==> config.mk <==
export PLATFORM = sky130hd
export DESIGN_NAME = vector_distance_accumulator_unit
export DESIGN_NICKNAME = d
export VERILOG_FILES = /design/src/hdl/vda_pkg.sv /design/src/hdl/vda_front.sv /design/src/hdl/vda_queue.sv /design/src/hdl/vda_back.sv /design/src/hdl/vector_distance_accumulator_unit.sv
export SDC_FILE = /design/constraint.sdc
export NUM_CORES = 1
export LEC_CHECK = 0
export ABC_AREA = 1
export BUFFER_PORTS_ARGS = -buffer_cell sky130_fd_sc_hd__buf_4
export CORE_ASPECT_RATIO = 1.2
export CORE_MARGIN = 3
export CORE_UTILIZATION = 58
export CTS_CLUSTER_DIAMETER = 60
export DETAILED_ROUTE_END_ITERATION = 6
export GPL_TIMING_DRIVEN = 0
export PLACE_DENSITY = 0.78
export SLEW_MARGIN = 0
export SYNTH_ARGS = -nofsm -noshare
export SYNTH_HDL_FRONTEND = slang
export SYNTH_SLANG_ARGS = --single-unit
export TNS_END_PERCENT = 10
==> constraint.sdc <==
create_clock -name clk -period 5.2 [get_ports clk]
set_input_delay 0.52 -clock clk [delete_from_list [all_inputs] [get_ports clk]]
set_output_delay 0.52 -clock clk [all_outputs]
set_load 0.01 [all_outputs]
==> src/hdl/vda_pkg.sv <==
// ----------------------------------------------------------------------------
// vda_pkg
// Shared types and constants of the vector distance accumulator.
// ----------------------------------------------------------------------------
package vda_pkg;

	localparam int SUM_BITS  = 42;
	localparam int ROOT_BITS = SUM_BITS / 2;
	localparam int REM_BITS  = ROOT_BITS + 1;
	localparam int STEP_BITS = $clog2(ROOT_BITS);
	localparam int QDEPTH    = 4;
	localparam int QPTR_BITS = $clog2(QDEPTH);
	localparam int QCNT_BITS = $clog2(QDEPTH + 1);

	localparam logic [SUM_BITS-1:0] SUM_MAX = {SUM_BITS{1'b1}};

	typedef enum logic [1:0] {
		MODE_SQ   = 2'd0,
		MODE_EUCL = 2'd1,
		MODE_L1   = 2'd2,
		MODE_MAX  = 2'd3
	} mode_t;

	typedef enum logic [1:0] {
		B_IDLE,
		B_ROOT,
		B_DONE
	} back_state_t;

	// one finished vector sum waiting for the back part
	typedef struct packed {
		logic [SUM_BITS-1:0] sum;
		logic                root;
	} entry_t;

	typedef struct packed {
		logic   valid;
		entry_t entry;
	} push_t;

endpackage

==> src/hdl/vda_front.sv <==
// ----------------------------------------------------------------------------
// vda_front
// Takes coordinate pairs, forms the per-mode term and keeps the running sum.
// ----------------------------------------------------------------------------
module vda_front import vda_pkg::*; #(
	parameter int COORD_BITS = 16
) (
	input  logic                  clk,
	input  logic                  arst_n,
	input  logic                  accept,
	input  logic [COORD_BITS-1:0] x_coord,
	input  logic [COORD_BITS-1:0] y_coord,
	input  logic                  last_element,
	input  mode_t                 mode,
	output logic [1:0]            inflight,
	output push_t                 push_out
);

	localparam int SQ_BITS = (COORD_BITS < ROOT_BITS) ? COORD_BITS : ROOT_BITS;

	logic [COORD_BITS:0]   diff;
	logic [COORD_BITS:0]   mag;
	logic [COORD_BITS-1:0] abs_d;

	logic                  v_s1;
	logic [COORD_BITS-1:0] d_s1;
	mode_t                 mode_s1;
	logic                  last_s1;

	logic                  v_s2;
	logic [SUM_BITS-1:0]   term_s2;
	mode_t                 mode_s2;
	logic                  last_s2;

	logic [SQ_BITS-1:0]    sq_in;
	logic [2*SQ_BITS-1:0]  prod;
	logic                  big;
	logic [SUM_BITS-1:0]   term;

	logic [SUM_BITS:0]     sum_wide;
	logic [SUM_BITS-1:0]   sum_next;
	logic [SUM_BITS-1:0]   running_sum_q;

	// magnitude of the difference always fits in COORD_BITS
	always_comb begin
		diff  = {x_coord[COORD_BITS-1], x_coord} - {y_coord[COORD_BITS-1], y_coord};
		mag   = diff[COORD_BITS] ? ((COORD_BITS+1)'(0) - diff) : diff;
		abs_d = mag[COORD_BITS-1:0];
	end

	// squares of differences at or above 2^ROOT_BITS overflow the sum anyway
	always_comb begin
		sq_in = d_s1[SQ_BITS-1:0];
		prod  = sq_in * sq_in;
		big   = (d_s1 >> SQ_BITS) != '0;
		case (mode_s1)
			MODE_SQ, MODE_EUCL: term = big ? SUM_MAX : SUM_BITS'(prod);
			default:            term = SUM_BITS'(d_s1);
		endcase
	end

	always_comb begin
		sum_wide = {1'b0, running_sum_q} + {1'b0, term_s2};
		case (mode_s2)
			MODE_MAX: sum_next = (term_s2 > running_sum_q) ? term_s2 : running_sum_q;
			default:  sum_next = sum_wide[SUM_BITS] ? SUM_MAX : sum_wide[SUM_BITS-1:0];
		endcase
	end

	always_ff @(posedge clk or negedge arst_n) begin
		if (!arst_n) begin
			v_s1          <= 1'b0;
			v_s2          <= 1'b0;
			running_sum_q <= '0;
		end else begin
			v_s1 <= accept;
			v_s2 <= v_s1;
			if (v_s2) begin
				running_sum_q <= last_s2 ? '0 : sum_next;
			end
		end
	end

	always_ff @(posedge clk) begin
		if (accept) begin
			d_s1    <= abs_d;
			mode_s1 <= mode;
			last_s1 <= last_element;
		end
		if (v_s1) begin
			term_s2 <= term;
			mode_s2 <= mode_s1;
			last_s2 <= last_s1;
		end
	end

	assign inflight             = {1'b0, v_s1} + {1'b0, v_s2};
	assign push_out.valid       = v_s2 && last_s2;
	assign push_out.entry.sum   = sum_next;
	assign push_out.entry.root  = (mode_s2 == MODE_EUCL);

endmodule

==> src/hdl/vda_queue.sv <==
// ----------------------------------------------------------------------------
// vda_queue
// Short queue of finished sums between the front and back parts.
// ----------------------------------------------------------------------------
module vda_queue import vda_pkg::*; (
	input  logic                 clk,
	input  logic                 arst_n,
	input  push_t                push_in,
	input  logic                 pop_req,
	output entry_t               head,
	output logic                 q_valid,
	output logic [QCNT_BITS-1:0] count
);

	entry_t               store_q [QDEPTH];
	logic [QPTR_BITS-1:0] wr_ptr_q;
	logic [QPTR_BITS-1:0] rd_ptr_q;
	logic [QCNT_BITS-1:0] count_q;
	logic                 do_pop;

	assign do_pop  = pop_req && (count_q != '0);
	assign head    = store_q[rd_ptr_q];
	assign q_valid = (count_q != '0);
	assign count   = count_q;

	always_ff @(posedge clk or negedge arst_n) begin
		if (!arst_n) begin
			wr_ptr_q <= '0;
			rd_ptr_q <= '0;
			count_q  <= '0;
		end else begin
			if (push_in.valid) begin
				wr_ptr_q <= wr_ptr_q + 1'b1;
			end
			if (do_pop) begin
				rd_ptr_q <= rd_ptr_q + 1'b1;
			end
			case ({push_in.valid, do_pop})
				2'b10:   count_q <= count_q + 1'b1;
				2'b01:   count_q <= count_q - 1'b1;
				default: count_q <= count_q;
			endcase
		end
	end

	always_ff @(posedge clk) begin
		if (push_in.valid) begin
			store_q[wr_ptr_q] <= push_in.entry;
		end
	end

endmodule

==> src/hdl/vda_back.sv <==
// ----------------------------------------------------------------------------
// vda_back
// Takes finished sums, runs the bit-pair square root where needed and
// holds the result register.
// ----------------------------------------------------------------------------
module vda_back import vda_pkg::*; (
	input  logic                clk,
	input  logic                arst_n,
	input  logic                q_valid,
	input  entry_t              head,
	output logic                q_pop,
	input  logic                pop,
	output logic                empty,
	output logic [SUM_BITS-1:0] distance
);

	back_state_t          state_q;
	back_state_t          state_d;
	logic                 start;
	logic                 direct;
	logic                 finish;
	logic                 out_free;

	logic                 out_v_q;
	logic [SUM_BITS-1:0]  out_q;
	logic [SUM_BITS-1:0]  rad_q;
	logic [REM_BITS-1:0]  rem_q;
	logic [ROOT_BITS-1:0] root_q;
	logic [STEP_BITS-1:0] step_q;

	logic [REM_BITS+1:0]  rem_cat;
	logic [REM_BITS+1:0]  trial;
	logic [REM_BITS+1:0]  rem_sub;
	logic                 ge;
	logic [REM_BITS-1:0]  rem_new;
	logic [ROOT_BITS-1:0] root_new;

	assign out_free = !out_v_q || pop;

	// one result bit per step, two radicand bits brought down each time
	always_comb begin
		rem_cat  = {rem_q, rad_q[SUM_BITS-1 -: 2]};
		trial    = {1'b0, root_q, 2'b01};
		rem_sub  = rem_cat - trial;
		ge       = (rem_cat >= trial);
		rem_new  = ge ? rem_sub[REM_BITS-1:0] : rem_cat[REM_BITS-1:0];
		root_new = {root_q[ROOT_BITS-2:0], ge};
	end

	always_comb begin
		state_d = state_q;
		q_pop   = 1'b0;
		start   = 1'b0;
		direct  = 1'b0;
		finish  = 1'b0;
		case (state_q)
			B_IDLE: begin
				if (q_valid && head.root) begin
					q_pop   = 1'b1;
					start   = 1'b1;
					state_d = B_ROOT;
				end else if (q_valid && out_free) begin
					q_pop  = 1'b1;
					direct = 1'b1;
				end
			end
			B_ROOT: begin
				if (step_q == STEP_BITS'(ROOT_BITS - 1)) begin
					state_d = B_DONE;
				end
			end
			B_DONE: begin
				if (out_free) begin
					finish  = 1'b1;
					state_d = B_IDLE;
				end
			end
			default: state_d = B_IDLE;
		endcase
	end

	always_ff @(posedge clk or negedge arst_n) begin
		if (!arst_n) begin
			state_q <= B_IDLE;
			out_v_q <= 1'b0;
			step_q  <= '0;
		end else begin
			state_q <= state_d;
			if (direct || finish) begin
				out_v_q <= 1'b1;
			end else if (pop) begin
				out_v_q <= 1'b0;
			end
			if (start) begin
				step_q <= '0;
			end else if (state_q == B_ROOT) begin
				step_q <= step_q + 1'b1;
			end
		end
	end

	always_ff @(posedge clk) begin
		if (start) begin
			rad_q  <= head.sum;
			rem_q  <= '0;
			root_q <= '0;
		end else if (state_q == B_ROOT) begin
			rad_q  <= rad_q << 2;
			rem_q  <= rem_new;
			root_q <= root_new;
		end
		if (direct) begin
			out_q <= head.sum;
		end else if (finish) begin
			out_q <= SUM_BITS'(root_q);
		end
	end

	assign empty    = !out_v_q;
	assign distance = out_q;

endmodule

==> src/hdl/vector_distance_accumulator_unit.sv <==
// ----------------------------------------------------------------------------
// vector_distance_accumulator_unit
// Streams coordinate pairs and gives the distance of each vector pair in
// squared euclidean, euclidean, L1 or maximum-difference mode.
// ----------------------------------------------------------------------------
//  channel  | handshake        | payload
//  ---------+------------------+-------------------------------------------
//  input    | push / full      | x_coord, y_coord, last_element
//  result   | pop / empty      | distance
//  config   | cfg_we           | cfg_data (distance mode)
//
//  one coordinate pair per cycle while full is low; a sum passes the front
//  stages s1 and s2 into the queue and from there into the result register.
//  the back part drains one sum per cycle while results are popped, but in
//  euclidean mode the 21-step shared square root unit must finish first.
//  full rises while queued sums plus pairs in flight fill the 4-entry queue.
//  reset clears the running sum, the queue and the result register; mode 0.
// ----------------------------------------------------------------------------
module vector_distance_accumulator_unit import vda_pkg::*; #(
	parameter int COORD_BITS = 16
) (
	input  logic                  clk,
	input  logic                  arst_n,
	input  logic                  cfg_we,
	input  logic [1:0]            cfg_data,
	input  logic                  push,
	output logic                  full,
	input  logic [COORD_BITS-1:0] x_coord,
	input  logic [COORD_BITS-1:0] y_coord,
	input  logic                  last_element,
	input  logic                  pop,
	output logic                  empty,
	output logic [SUM_BITS-1:0]   distance
);

	mode_t                mode_q;
	logic                 accept;
	logic [1:0]           inflight;
	push_t                push_fq;
	entry_t               head;
	logic                 q_valid;
	logic                 q_pop;
	logic [QCNT_BITS-1:0] q_count;
	logic [QCNT_BITS:0]   pending;

	always_ff @(posedge clk or negedge arst_n) begin
		if (!arst_n) begin
			mode_q <= MODE_SQ;
		end else if (cfg_we) begin
			mode_q <= mode_t'(cfg_data);
		end
	end

	// reserve queue room for every pair still in the front pipeline
	assign pending = {1'b0, q_count} + (QCNT_BITS+1)'(inflight);
	assign full    = (pending >= (QCNT_BITS+1)'(QDEPTH));
	assign accept  = push && !full;

	vda_front #(
		.COORD_BITS(COORD_BITS)
	) u_front (
		.clk         (clk),
		.arst_n      (arst_n),
		.accept      (accept),
		.x_coord     (x_coord),
		.y_coord     (y_coord),
		.last_element(last_element),
		.mode        (mode_q),
		.inflight    (inflight),
		.push_out    (push_fq)
	);

	vda_queue u_queue (
		.clk    (clk),
		.arst_n (arst_n),
		.push_in(push_fq),
		.pop_req(q_pop),
		.head   (head),
		.q_valid(q_valid),
		.count  (q_count)
	);

	vda_back u_back (
		.clk     (clk),
		.arst_n  (arst_n),
		.q_valid (q_valid),
		.head    (head),
		.q_pop   (q_pop),
		.pop     (pop),
		.empty   (empty),
		.distance(distance)
	);

endmodule

# Word-level counts from Yosys, hierarchy flattened
# Memory sizes are Yosys's and may differ from the RTL's.
# Index checks and enable logic that the tools add are counted.
[classes]
n_reduce_logical = 18
muxes = 31
n_lt_le_gt_ge = 3
multipliers = 1
n_eq_ne = 11
addsub = 11
[op_table]
columns = ["op", "n"]
rows = [
  ["$mux 42", 8],
  ["$add 42x42->43", 1],
  ["$gt 42x42->1", 1],
  ["$mul 16x16->32", 1],
  ["$mux 16", 2],
  ["$ge 24x23->1", 1],
  ["$mux 22", 1],
  ["$sub 22x22->22", 1],
  ["$sub 16x16->17", 1],
  ["$sub 1x16->16 const A", 1],
  ["$mux 1", 13],
  ["$mux 5", 2],
  ["$eq 2x1->1 const B", 4],
  ["$reduce_bool 2->1", 4],
  ["$eq 2x2->1 const B", 3],
  ["$mux 2", 3],
  ["$ne 2x1->1 const B", 3],
  ["$pmux 2 s3", 1],
  ["$pmux 3 s2", 1],
  ["$add 5x1->5 const B", 1],
  ["$eq 5x5->1 const B", 1],
  ["$logic_and 1x1->1", 5],
  ["$add 2x1->2 const B", 2],
  ["$add 3x2->4", 1],
  ["other kinds (10)", 13],
]
[word_totals]
n_memories = 1
output_inout_bits = 44
register_bits = 252
inputBits = 40
elab_cells = 97
ram_bits = 172
[mem_list]
columns = ["memory", "depth", "word_bits", "rd", "rd_ports_with_merged_regs", "wr", "line", "rtl"]
rows = [
  ["u_queue.store_q", 4, 43, 1, 0, 1, "vda_queue.sv:15", "entry_t store_q [QDEPTH];"],
]

# Depth between registers and ports, before layout
# Gate-level depths: netlist of run 1.
[depth]
ltp_word = 9
depth_mapped = 29
ltp_nobuf = 27

# Cells and area by module
# Synthesis of run 1 repeated with hierarchy kept, for this count alone.
[unflattened]
hier_cells = 3997
area_unflattened_um2 = 32237.2
[by_module_without_submodules]
columns = ["module", "cells_each", "seq_area_each_um2", "area_each_um2", "instances"]
rows = [
  ["vda_front", 2562, 2722.6, 17768.3, 1],
  ["vda_queue", 558, 5340.1, 7358.3, 1],
  ["vda_back", 863, 3583.4, 6995.5, 1],
  ["vector_distance_accumulator_unit", 14, 50.0, 115.1, 1],
]

# Least setup slack after synthesis of run 1
# No wires, ideal clock.
[synth_path]
path_type = "register -> register"
startpoint = "register u_front.d_s1[1]"
endpoint = "register u_front.term_s2[24] (data pin)"
synth_period_minus_slack_ns = 5.733
path_stages_with_launch = 27
arrival_time_ns = 5.480
required_time_ns = 4.947
path_slack_ns = -0.533
n_path_buf = 2
path_cell_list = "edfxtp_1 -> clkbuf_1 -> clkbuf_1 -> nand2_1 -> inv_1 -> fa_1 -> inv_1 -> fa_1 -> inv_1 -> fa_1 -> inv_1 -> fa_1 -> inv_1 -> fa_1 -> inv_1 -> fa_1 -> inv_1 -> ha_1 -> nand2_1 -> nor2_1 -> nand2_1 -> o21ai_0 -> a21oi_1 -> o21bai_1 -> nand2_1 -> nand2_1 -> nor2_1"
[synth_between]
elab_chain_len = 1
[synth_lines]
columns = ["item", "line", "rtl"]
rows = [
  ["start: declaration", "vda_front.sv:26", "logic [COORD_BITS-1:0] d_s1;"],
  ["start signal: assignment", "vda_front.sv:86", "d_s1 <= abs_d;"],
  ["$mul 16x16->32", "vda_front.sv:54", "prod = sq_in * sq_in;"],
  ["end signal: assignment", "vda_front.sv:91", "term_s2 <= term;"],
  ["end: declaration", "vda_front.sv:31", "logic [SUM_BITS-1:0] term_s2;"],
]
# No other way between the ends.
# A chain may end at the register's enable or synchronous reset.

# Final worst setup path of run 1
[layout_path]
startpoint = "register u_front.d_s1[8]"
endpoint = "register u_front.term_s2[26] (data pin)"
# Same word-level chain as after synthesis.

==> reports/results.tsv, run 1 <==
stage	metric	value	unit
yosys	Mapped Area	31200	sq um
flow_run	Max Cap Violations	0	
sta	Max Transition Viols Final	0	
cts	Num CTS Buffers	44	
yosys	synth unique cells	52	
sta	worst setup margin	-662	ps
critical_path	Arrival @ worst endpoint	6280	ps
place	placed insts	4659	
critical_path	crit path capture type	flop	
cts	hold_buf cts	0	
yosys	Synth top cells by count	nand2_1, inv_1, edfxtp_1	
yosys	Yosys top cell by area	edfxtp_1	
outcome	failing checks	setup timing	
critical_path	Worst R2R Setup Slack	-660	ps
cts	Max Root-Sink Buffers	3	
yosys	Yosys Warn Count	0	
yosys	share of async-settable or async-resettable flops after synthesis	14.7	%
yosys	Synth Register Bits	414	
yosys	Avg Cell Area, Syn	8.07	sq um
yosys	most numerous cell in the Yosys netlist	nand2_1	
layout	final std cells w/o fill	4774	
place	port buffer count	83	
sta	Tmin final	5860	ps
critical_path	crit path launch type	flop	
route	Routed WL	87.1	mm
sta	RSZ-0062 raised after global routing	true	
critical_path	Critical Path Source	u_front.d_s1[8]	
die	die width	218	um
sta	clock skew	19.4	ps
cts	Clk pin slew, worst setup/hold paths	60	ps
cts	clock sink count	414	
yosys	syn nets	4286	
die	Starting Density	59.1	%
yosys	Synth Instances	3865	
sta	Slew headroom	36.1	%
sta	Worst Tran Pin Value	955	ps
layout	Inserted Diodes	0	
route	via count	26200	
global_routing	antenna violations before repair	0	
die	Core Area	52800	sq um
die	I/O pin count	84	
critical_path	Worst R2R Start	u_front.d_s1[8]	
route	DR iter-0 viols	2138	
route	Routed Antenna Nets	0	
die	row cnt	92	
cts	TritonCTS clock tree	done	
sta	Min Hold Slack	20.1	ps
sta	Final Cycle Share	113	%
die	Die Height	260	um
place	placer congestion estimate	1.02	
critical_path	data required time of the worst path	5620	ps
yosys	sequential cell area fraction in the yosys report	37.5	%
global_routing	largest net degree at the start of global routing	62	
yosys	EDFF count, synth	310	
route	# DRC	0	
route	DRT Pass-1 Iters	6	
cts	Root Buffer	clkbuf_16	
sta	aggregate negative setup slack	-10370	ps
die	die area	56600	sq um
critical_path	Register-to-Register Path Depth	25	
global_routing	vias in the first global route	26200	
critical_path	CP Max Fanout	6	
route	WL/cell	18.2	um
outcome	outcome	finished, violations left	
global_routing	Overflow after GRT	0	
yosys	Synth Flop Type	edfxtp_1	
worst_hold_path	class of the worst hold path	input port to asynchronous set/reset pin	
place	dpl hpwl	67.7	mm
sta	Final Setup Violations	22	
route	Via-to-Cell Ratio	5.48	
yosys	Synth top area share	29.8	%
sta	Max Clk Rate	171	MHz
global_routing	first-pass GRT wire length	138	mm
critical_path	kind of critical path	flop to flop	
sta	final hold viol count	0	
layout	Area growth syn-to-layout	14.9	%
critical_path	reg-to-reg endpoint	u_front.term_s2[26]	
layout	Final nets	4454	
layout	layout cells sized above 1	11.0	%
global_routing	GRT Total Usage	31.0	%
cts	Max H-tree Level	2	
cts	Clk Latency, worst-skew pair	590	ps
yosys	Area contributors post-synth	edfxtp_1, nand2_1, fa_1, inv_1, ha_1	
worst max path at each step:
stage	end	cells past startpoint	slack, ps
6_report	u_front.term_s2[26]	25	-660
5_1_grt	u_front.term_s2[26]	25	-780
4_1_cts	u_front.term_s2[26]	24	-600
3_5_place_dp	u_front.term_s2[30]	18	-1240
3_3_place_gp	u_front.term_s2[30]	18	-1220
2_1_floorplan	u_front.term_s2[24]	26	-90
cells in the final DEF (no fill, tap or decap), drive strengths merged, types with 43 or more instances in the layout:
| cell type | instances |
|---|---|
| o21ai | 184 |
| dfrtp | 61 |
| ha | 214 |
| nand3 | 246 |
| nor2 | 290 |
| nand2 | 1056 |
| dfxtp | 43 |
| inv | 736 |
| fa | 167 |
| a21oi | 149 |
| xor2 | 51 |
| buf | 168 |
| clkbuf | 125 |
| edfxtp | 310 |
critical path, cell delays in order, from the launching register on:
cell      delay, ps
edfxtp_1        530
buf_8           210
nand2_4          70
inv_2            40
fa_1            540
inv_2            40
fa_1            500
inv_2            50
fa_1            540
inv_1            50
fa_1            480
inv_1            60
fa_1            490
inv_2            40
fa_1            520
inv_2            50
ha_4            270
a21oi_4         160
nor2_1           60
nor2_1          100
nand2_1         100
nand2_2          90
nand3_4         110
a21o_1          230
buf_4           150
a21oi_4         190
registers in the layout (all words and copies together) (netlist names), 3 cells and up:
name / cells
u_back.distance: 42
u_back.step_q: 5
u_back.rem_q: 22
u_queue.count: 3
u_front.running_sum_q: 42
u_back.root_q: 21
u_front.d_s1: 16
u_back.rad_q: 42
u_queue.store_q: 172
u_front.term_s2: 32
final cells by class:
type / instances / area (sq um)
plain buffers: 123 / 900
clock buffers: 48 / 1140
clock inverters: 34 / 494
fillers: 4315 / 17000
inverters: 734 / 2760
multi-input cells: 2594 / 17000
flip-flops and latches: 414 / 11700
well taps: 705 / 882
repair buffers: 122 / 1020
through the flow:
stage | area, sq um | utilization [%] | setup WS (ps)
global placement | 33200 | 62.8 | -1220
floorplan | 31700 | - | -86.1
global route | 35900 | 67.9 | -784
detailed placement | 33400 | 63.2 | -1240
CTS | 35500 | 67.3 | -604
finish | 35900 | 67.9 | -662
logic make-up after synthesis:
logic type,Yosys count,share of synthesized area (%)
AOI/OAI and AO/OA,457,8.31
DFF,414,37.5
and+or+nand+nor,1686,22.3
xor gates and xnor gates,68,1.93
adders and majority gates,381,19.3
muxes,2,0.0722
buffers and inverters,857,10.6
layer usage:
layer	vias up	GRT usage [%]	wire length, um	share of wire, %
met4	0	17.7	5640	6.5
met2	981	55.9	44400	51
met5	-	0	0	0
met3	270	3.59	4790	5.5
li1	12600	-	-	-
met1	12300	35.7	32300	37
what timing repair did:
item	4_1_cts	5_1_grt
endpoints found under the setup margin	24	24
setup buffers	22	11
pin swaps	29	20
resized for setup	90	70
cloned	0	0
Power of run 1 is left out: the tool's default activity adds up to more than one toggle a clock period on the data nets, which glitch-free logic cannot reach.
==> run 2: changes to the inputs <==
--- a/config.mk
+++ b/config.mk
@@ -9,11 +9,13 @@
 export BUFFER_PORTS_ARGS = -buffer_cell sky130_fd_sc_hd__buf_4
 export CORE_ASPECT_RATIO = 1.2
 export CORE_MARGIN = 3
-export CORE_UTILIZATION = 58
+export CORE_UTILIZATION = 59
+export CTS_BUF_LIST = sky130_fd_sc_hd__clkbuf_2 sky130_fd_sc_hd__clkbuf_4 sky130_fd_sc_hd__clkbuf_8
 export CTS_CLUSTER_DIAMETER = 60
 export DETAILED_ROUTE_END_ITERATION = 6
 export GPL_TIMING_DRIVEN = 0
-export PLACE_DENSITY = 0.78
+export MAX_ROUTING_LAYER = met4
+export PLACE_DENSITY = 0.79
 export SLEW_MARGIN = 0
 export SYNTH_ARGS = -nofsm -noshare
 export SYNTH_HDL_FRONTEND = slang
==> run 2 against run 1 <==
  * The flow still finishes with violations (setup timing)
  * Register-to-register slack is essentially flat
  * Cell count is 0.50% higher
  * Sequential share of layout area is 0.29 points higher
  * Routed wire length shrank 0.95%
  * Count of clock-buffer cells in the layout rose by 45
  * Non-clock buffer count down 5
  * Critical endpoint is now u_front.term_s2[28]
  * Largest cell class unchanged
==> reports/results.tsv, run 2 (synthesis results as in run 1) <==
stage	metric	value	unit	change
global_routing	Overflow after GRT	0		unchanged
place	placed inst area	33400	sq um	about the same
die	I/O pin count	84		unchanged
place	port buffer count	83		unchanged
layout	most frequent cells in the layout	nand2_1, inv_1, edfxtp_1, nor2_1, nand3_1		
cts	clock sink count	414		unchanged
critical_path	kind of critical path	flop to flop		
critical_path	data required time of the worst path	5630	ps	about the same
critical_path	Arrival @ worst endpoint	6310	ps	+30 ps
layout	Final Core Density	68.6	%	+0.73 points
sta	Worst Tran Pin Value	918	ps	-37.4 ps
route	DR iter-0 viols	2107		-1.4%
sta	final hold viol count	0		unchanged
sta	Final Cycle Share	113	%	+0.27 points
global_routing	GRT Total Usage	31.9	%	+0.88 points
die	Core Area	51800	sq um	-1.9%
critical_path	CP Max Fanout	8		+2
critical_path	crit-path cells	clkbuf_8, clkbuf_16, nand2_4, fa_2, inv_2, fa_2, fa_2, fa_1, fa_1, inv_2, fa_1, inv_2, ha_4, buf_12, nand2_2, nor2_2, inv_1, o21bai_2, nand2_1, nand3_2, o21ai_0, a21oi_2		
sta	aggregate negative setup slack	-10140	ps	+227 ps
critical_path	Worst R2R Start	u_front.d_s1[12]		
die	row cnt	91		-1.1%
layout	Area growth syn-to-layout	13.9	%	
sta	Min Hold Slack	76.3	ps	+56.2 ps
sta	RSZ-0062 raised after global routing	true		
flow_run	Max Cap Violations	0		unchanged
cts	Max Root-Sink Buffers	3		unchanged
layout	most common cell after layout, fill and taps aside	nand2_1		
worst_hold_path	Worst Hold Launch	last_element		
cts	Clk pin slew, worst setup/hold paths	60	ps	about the same
outcome	outcome	finished, violations left		
sta	worst setup margin	-676	ps	-14.0 ps
global_routing	first-pass GRT wire length	136	mm	-1.4%
place	dpl hpwl	68.0	mm	+0.45%
global_routing	antenna violations before repair	1		+1
route	via count	26100		-0.27%
cts	Num CTS Buffers	66		+50%
route	# DRC	0		unchanged
layout	Final nets	4471		+0.38%
sta	Slew headroom	38.8	%	+2.7 points
layout	Biggest register	u_queue.store_q		
place	placer congestion estimate	1.03		+1.1%
global_routing	largest net degree at the start of global routing	62		unchanged
cts	TritonCTS clock tree	done		
sta	clock skew	45.3	ps	+25.9 ps
route	Routed WL	86.3	mm	-0.95%
critical_path	Slowest cell on crit path	fa_2		
sta	Final Setup Violations	22		unchanged
layout	layout cells sized above 1	11.8	%	+0.82 points
outcome	failing checks	setup timing		
die	Die Height	258	um	-0.83%
route	WL/cell	18.0	um	-1.4%
worst_hold_path	class of the worst hold path	input port to flop		
layout	Final Cell Area	35500	sq um	-0.89%
global_routing	vias in the first global route	26000		-0.93%
critical_path	Critical Path Source	u_front.d_s1[12]		
sta	Max Clk Rate	170	MHz	-0.24%
sta	Max Transition Viols Final	0		unchanged
layout	Largest register FFs	172		unchanged
route	Via-to-Cell Ratio	5.44		-0.77%
critical_path	Slowest Stage Delay on Critical Path	590	ps	+50 ps
die	Starting Density	60.2	%	+1.2 points
cts	Clk Latency, worst-skew pair	650	ps	+60 ps
die	die width	216	um	-0.83%
die	die area	55700	sq um	-1.7%
critical_path	crit path capture type	flop		
route	DRT Pass-1 Iters	6		unchanged
cts	Max H-tree Level	3		+1
route	Routed Antenna Nets	0		unchanged
cts	Root Buffer	clkbuf_8		
sta	Tmin final	5880	ps	+14.0 ps
critical_path	crit path launch type	flop		
run 2: cell types whose count changed in the layout (fill, tap and decap cells not counted), moves of 4 or more:
| cell | before | now |
|---|---|---|
| buf_4 | 118 | 112 |
| clkbuf_16 | 49 | 3 |
| nand2_2 | 31 | 35 |
| bufinv_16 | 10 | 4 |
| clkbuf_8 | 14 | 87 |
| clkbuf_4 | 3 | 24 |
| nand2_1 | 1016 | 1008 |
run 2: area by class of cell:
type / instances / area (sq um)
Sequential cell: 414 / 11700
Clock buffer: 93 / 1140
Fill cell: 4309 / 16300
Timing Repair Buffer: 117 / 991
Multi-Input combinational cell: 2594 / 17000
Clock inverter: 25 / 239
Tap cell: 697 / 872
Antenna cell: 1 / 2.50
Buffer: 123 / 885
Inverter: 734 / 2760
run 2: layer usage:
metal	track usage (%)	vias up	wire, um
met1	36.0	12300	32700
li1	-	12700	-
met2	55.9	926	43900
met5	-	-	0
met4	16.7	0	4940
met3	3.60	253	4730
run 2: through the flow:
step                      worst slack, ps  cells
after floorplan                     -86.1   3865
after global placement              -1170   4645
after detailed placement            -1170   4651
after CTS                            -581   4791
after global routing                 -822   4798
final                                -676   4798
run 2: final timing paths:
path | end | slack, ps | depth (start not counted)
hold reg to reg | u_front.mode_s2[0] | 440 | 0
min in group asynchronous | u_front.running_sum_q[28] | 500 | 2
setup reg to reg | u_front.term_s2[28] | -680 | 22
setup / recovery | u_front.term_s2[28] | -680 | 22
max in group asynchronous | u_front.v_s1 | 3980 | 2
hold / removal | u_front.last_s1 | 80 | 1
run 2: worst max-delay path: cells and delay by family, from the launching register on:
kind,cells,cell delay [ps]
fa+ha+maj,7,3400
simple gates,5,390
buf+inv,7,710
flops,1,520
compound gates,3,620
run 2: repair_timing:
| item | CTS | global route |
|---|---|---|
| hold buffers | 1 | 0 |
| pin swaps | 44 | 27 |
| endpoints found under the setup margin | 24 | 24 |
| gates resized for setup | 92 | 62 |
| endpoints found under the hold margin | 24 | 0 |
| buffers inserted | 21 | 6 |
Power of run 2 is left out for the same reason.
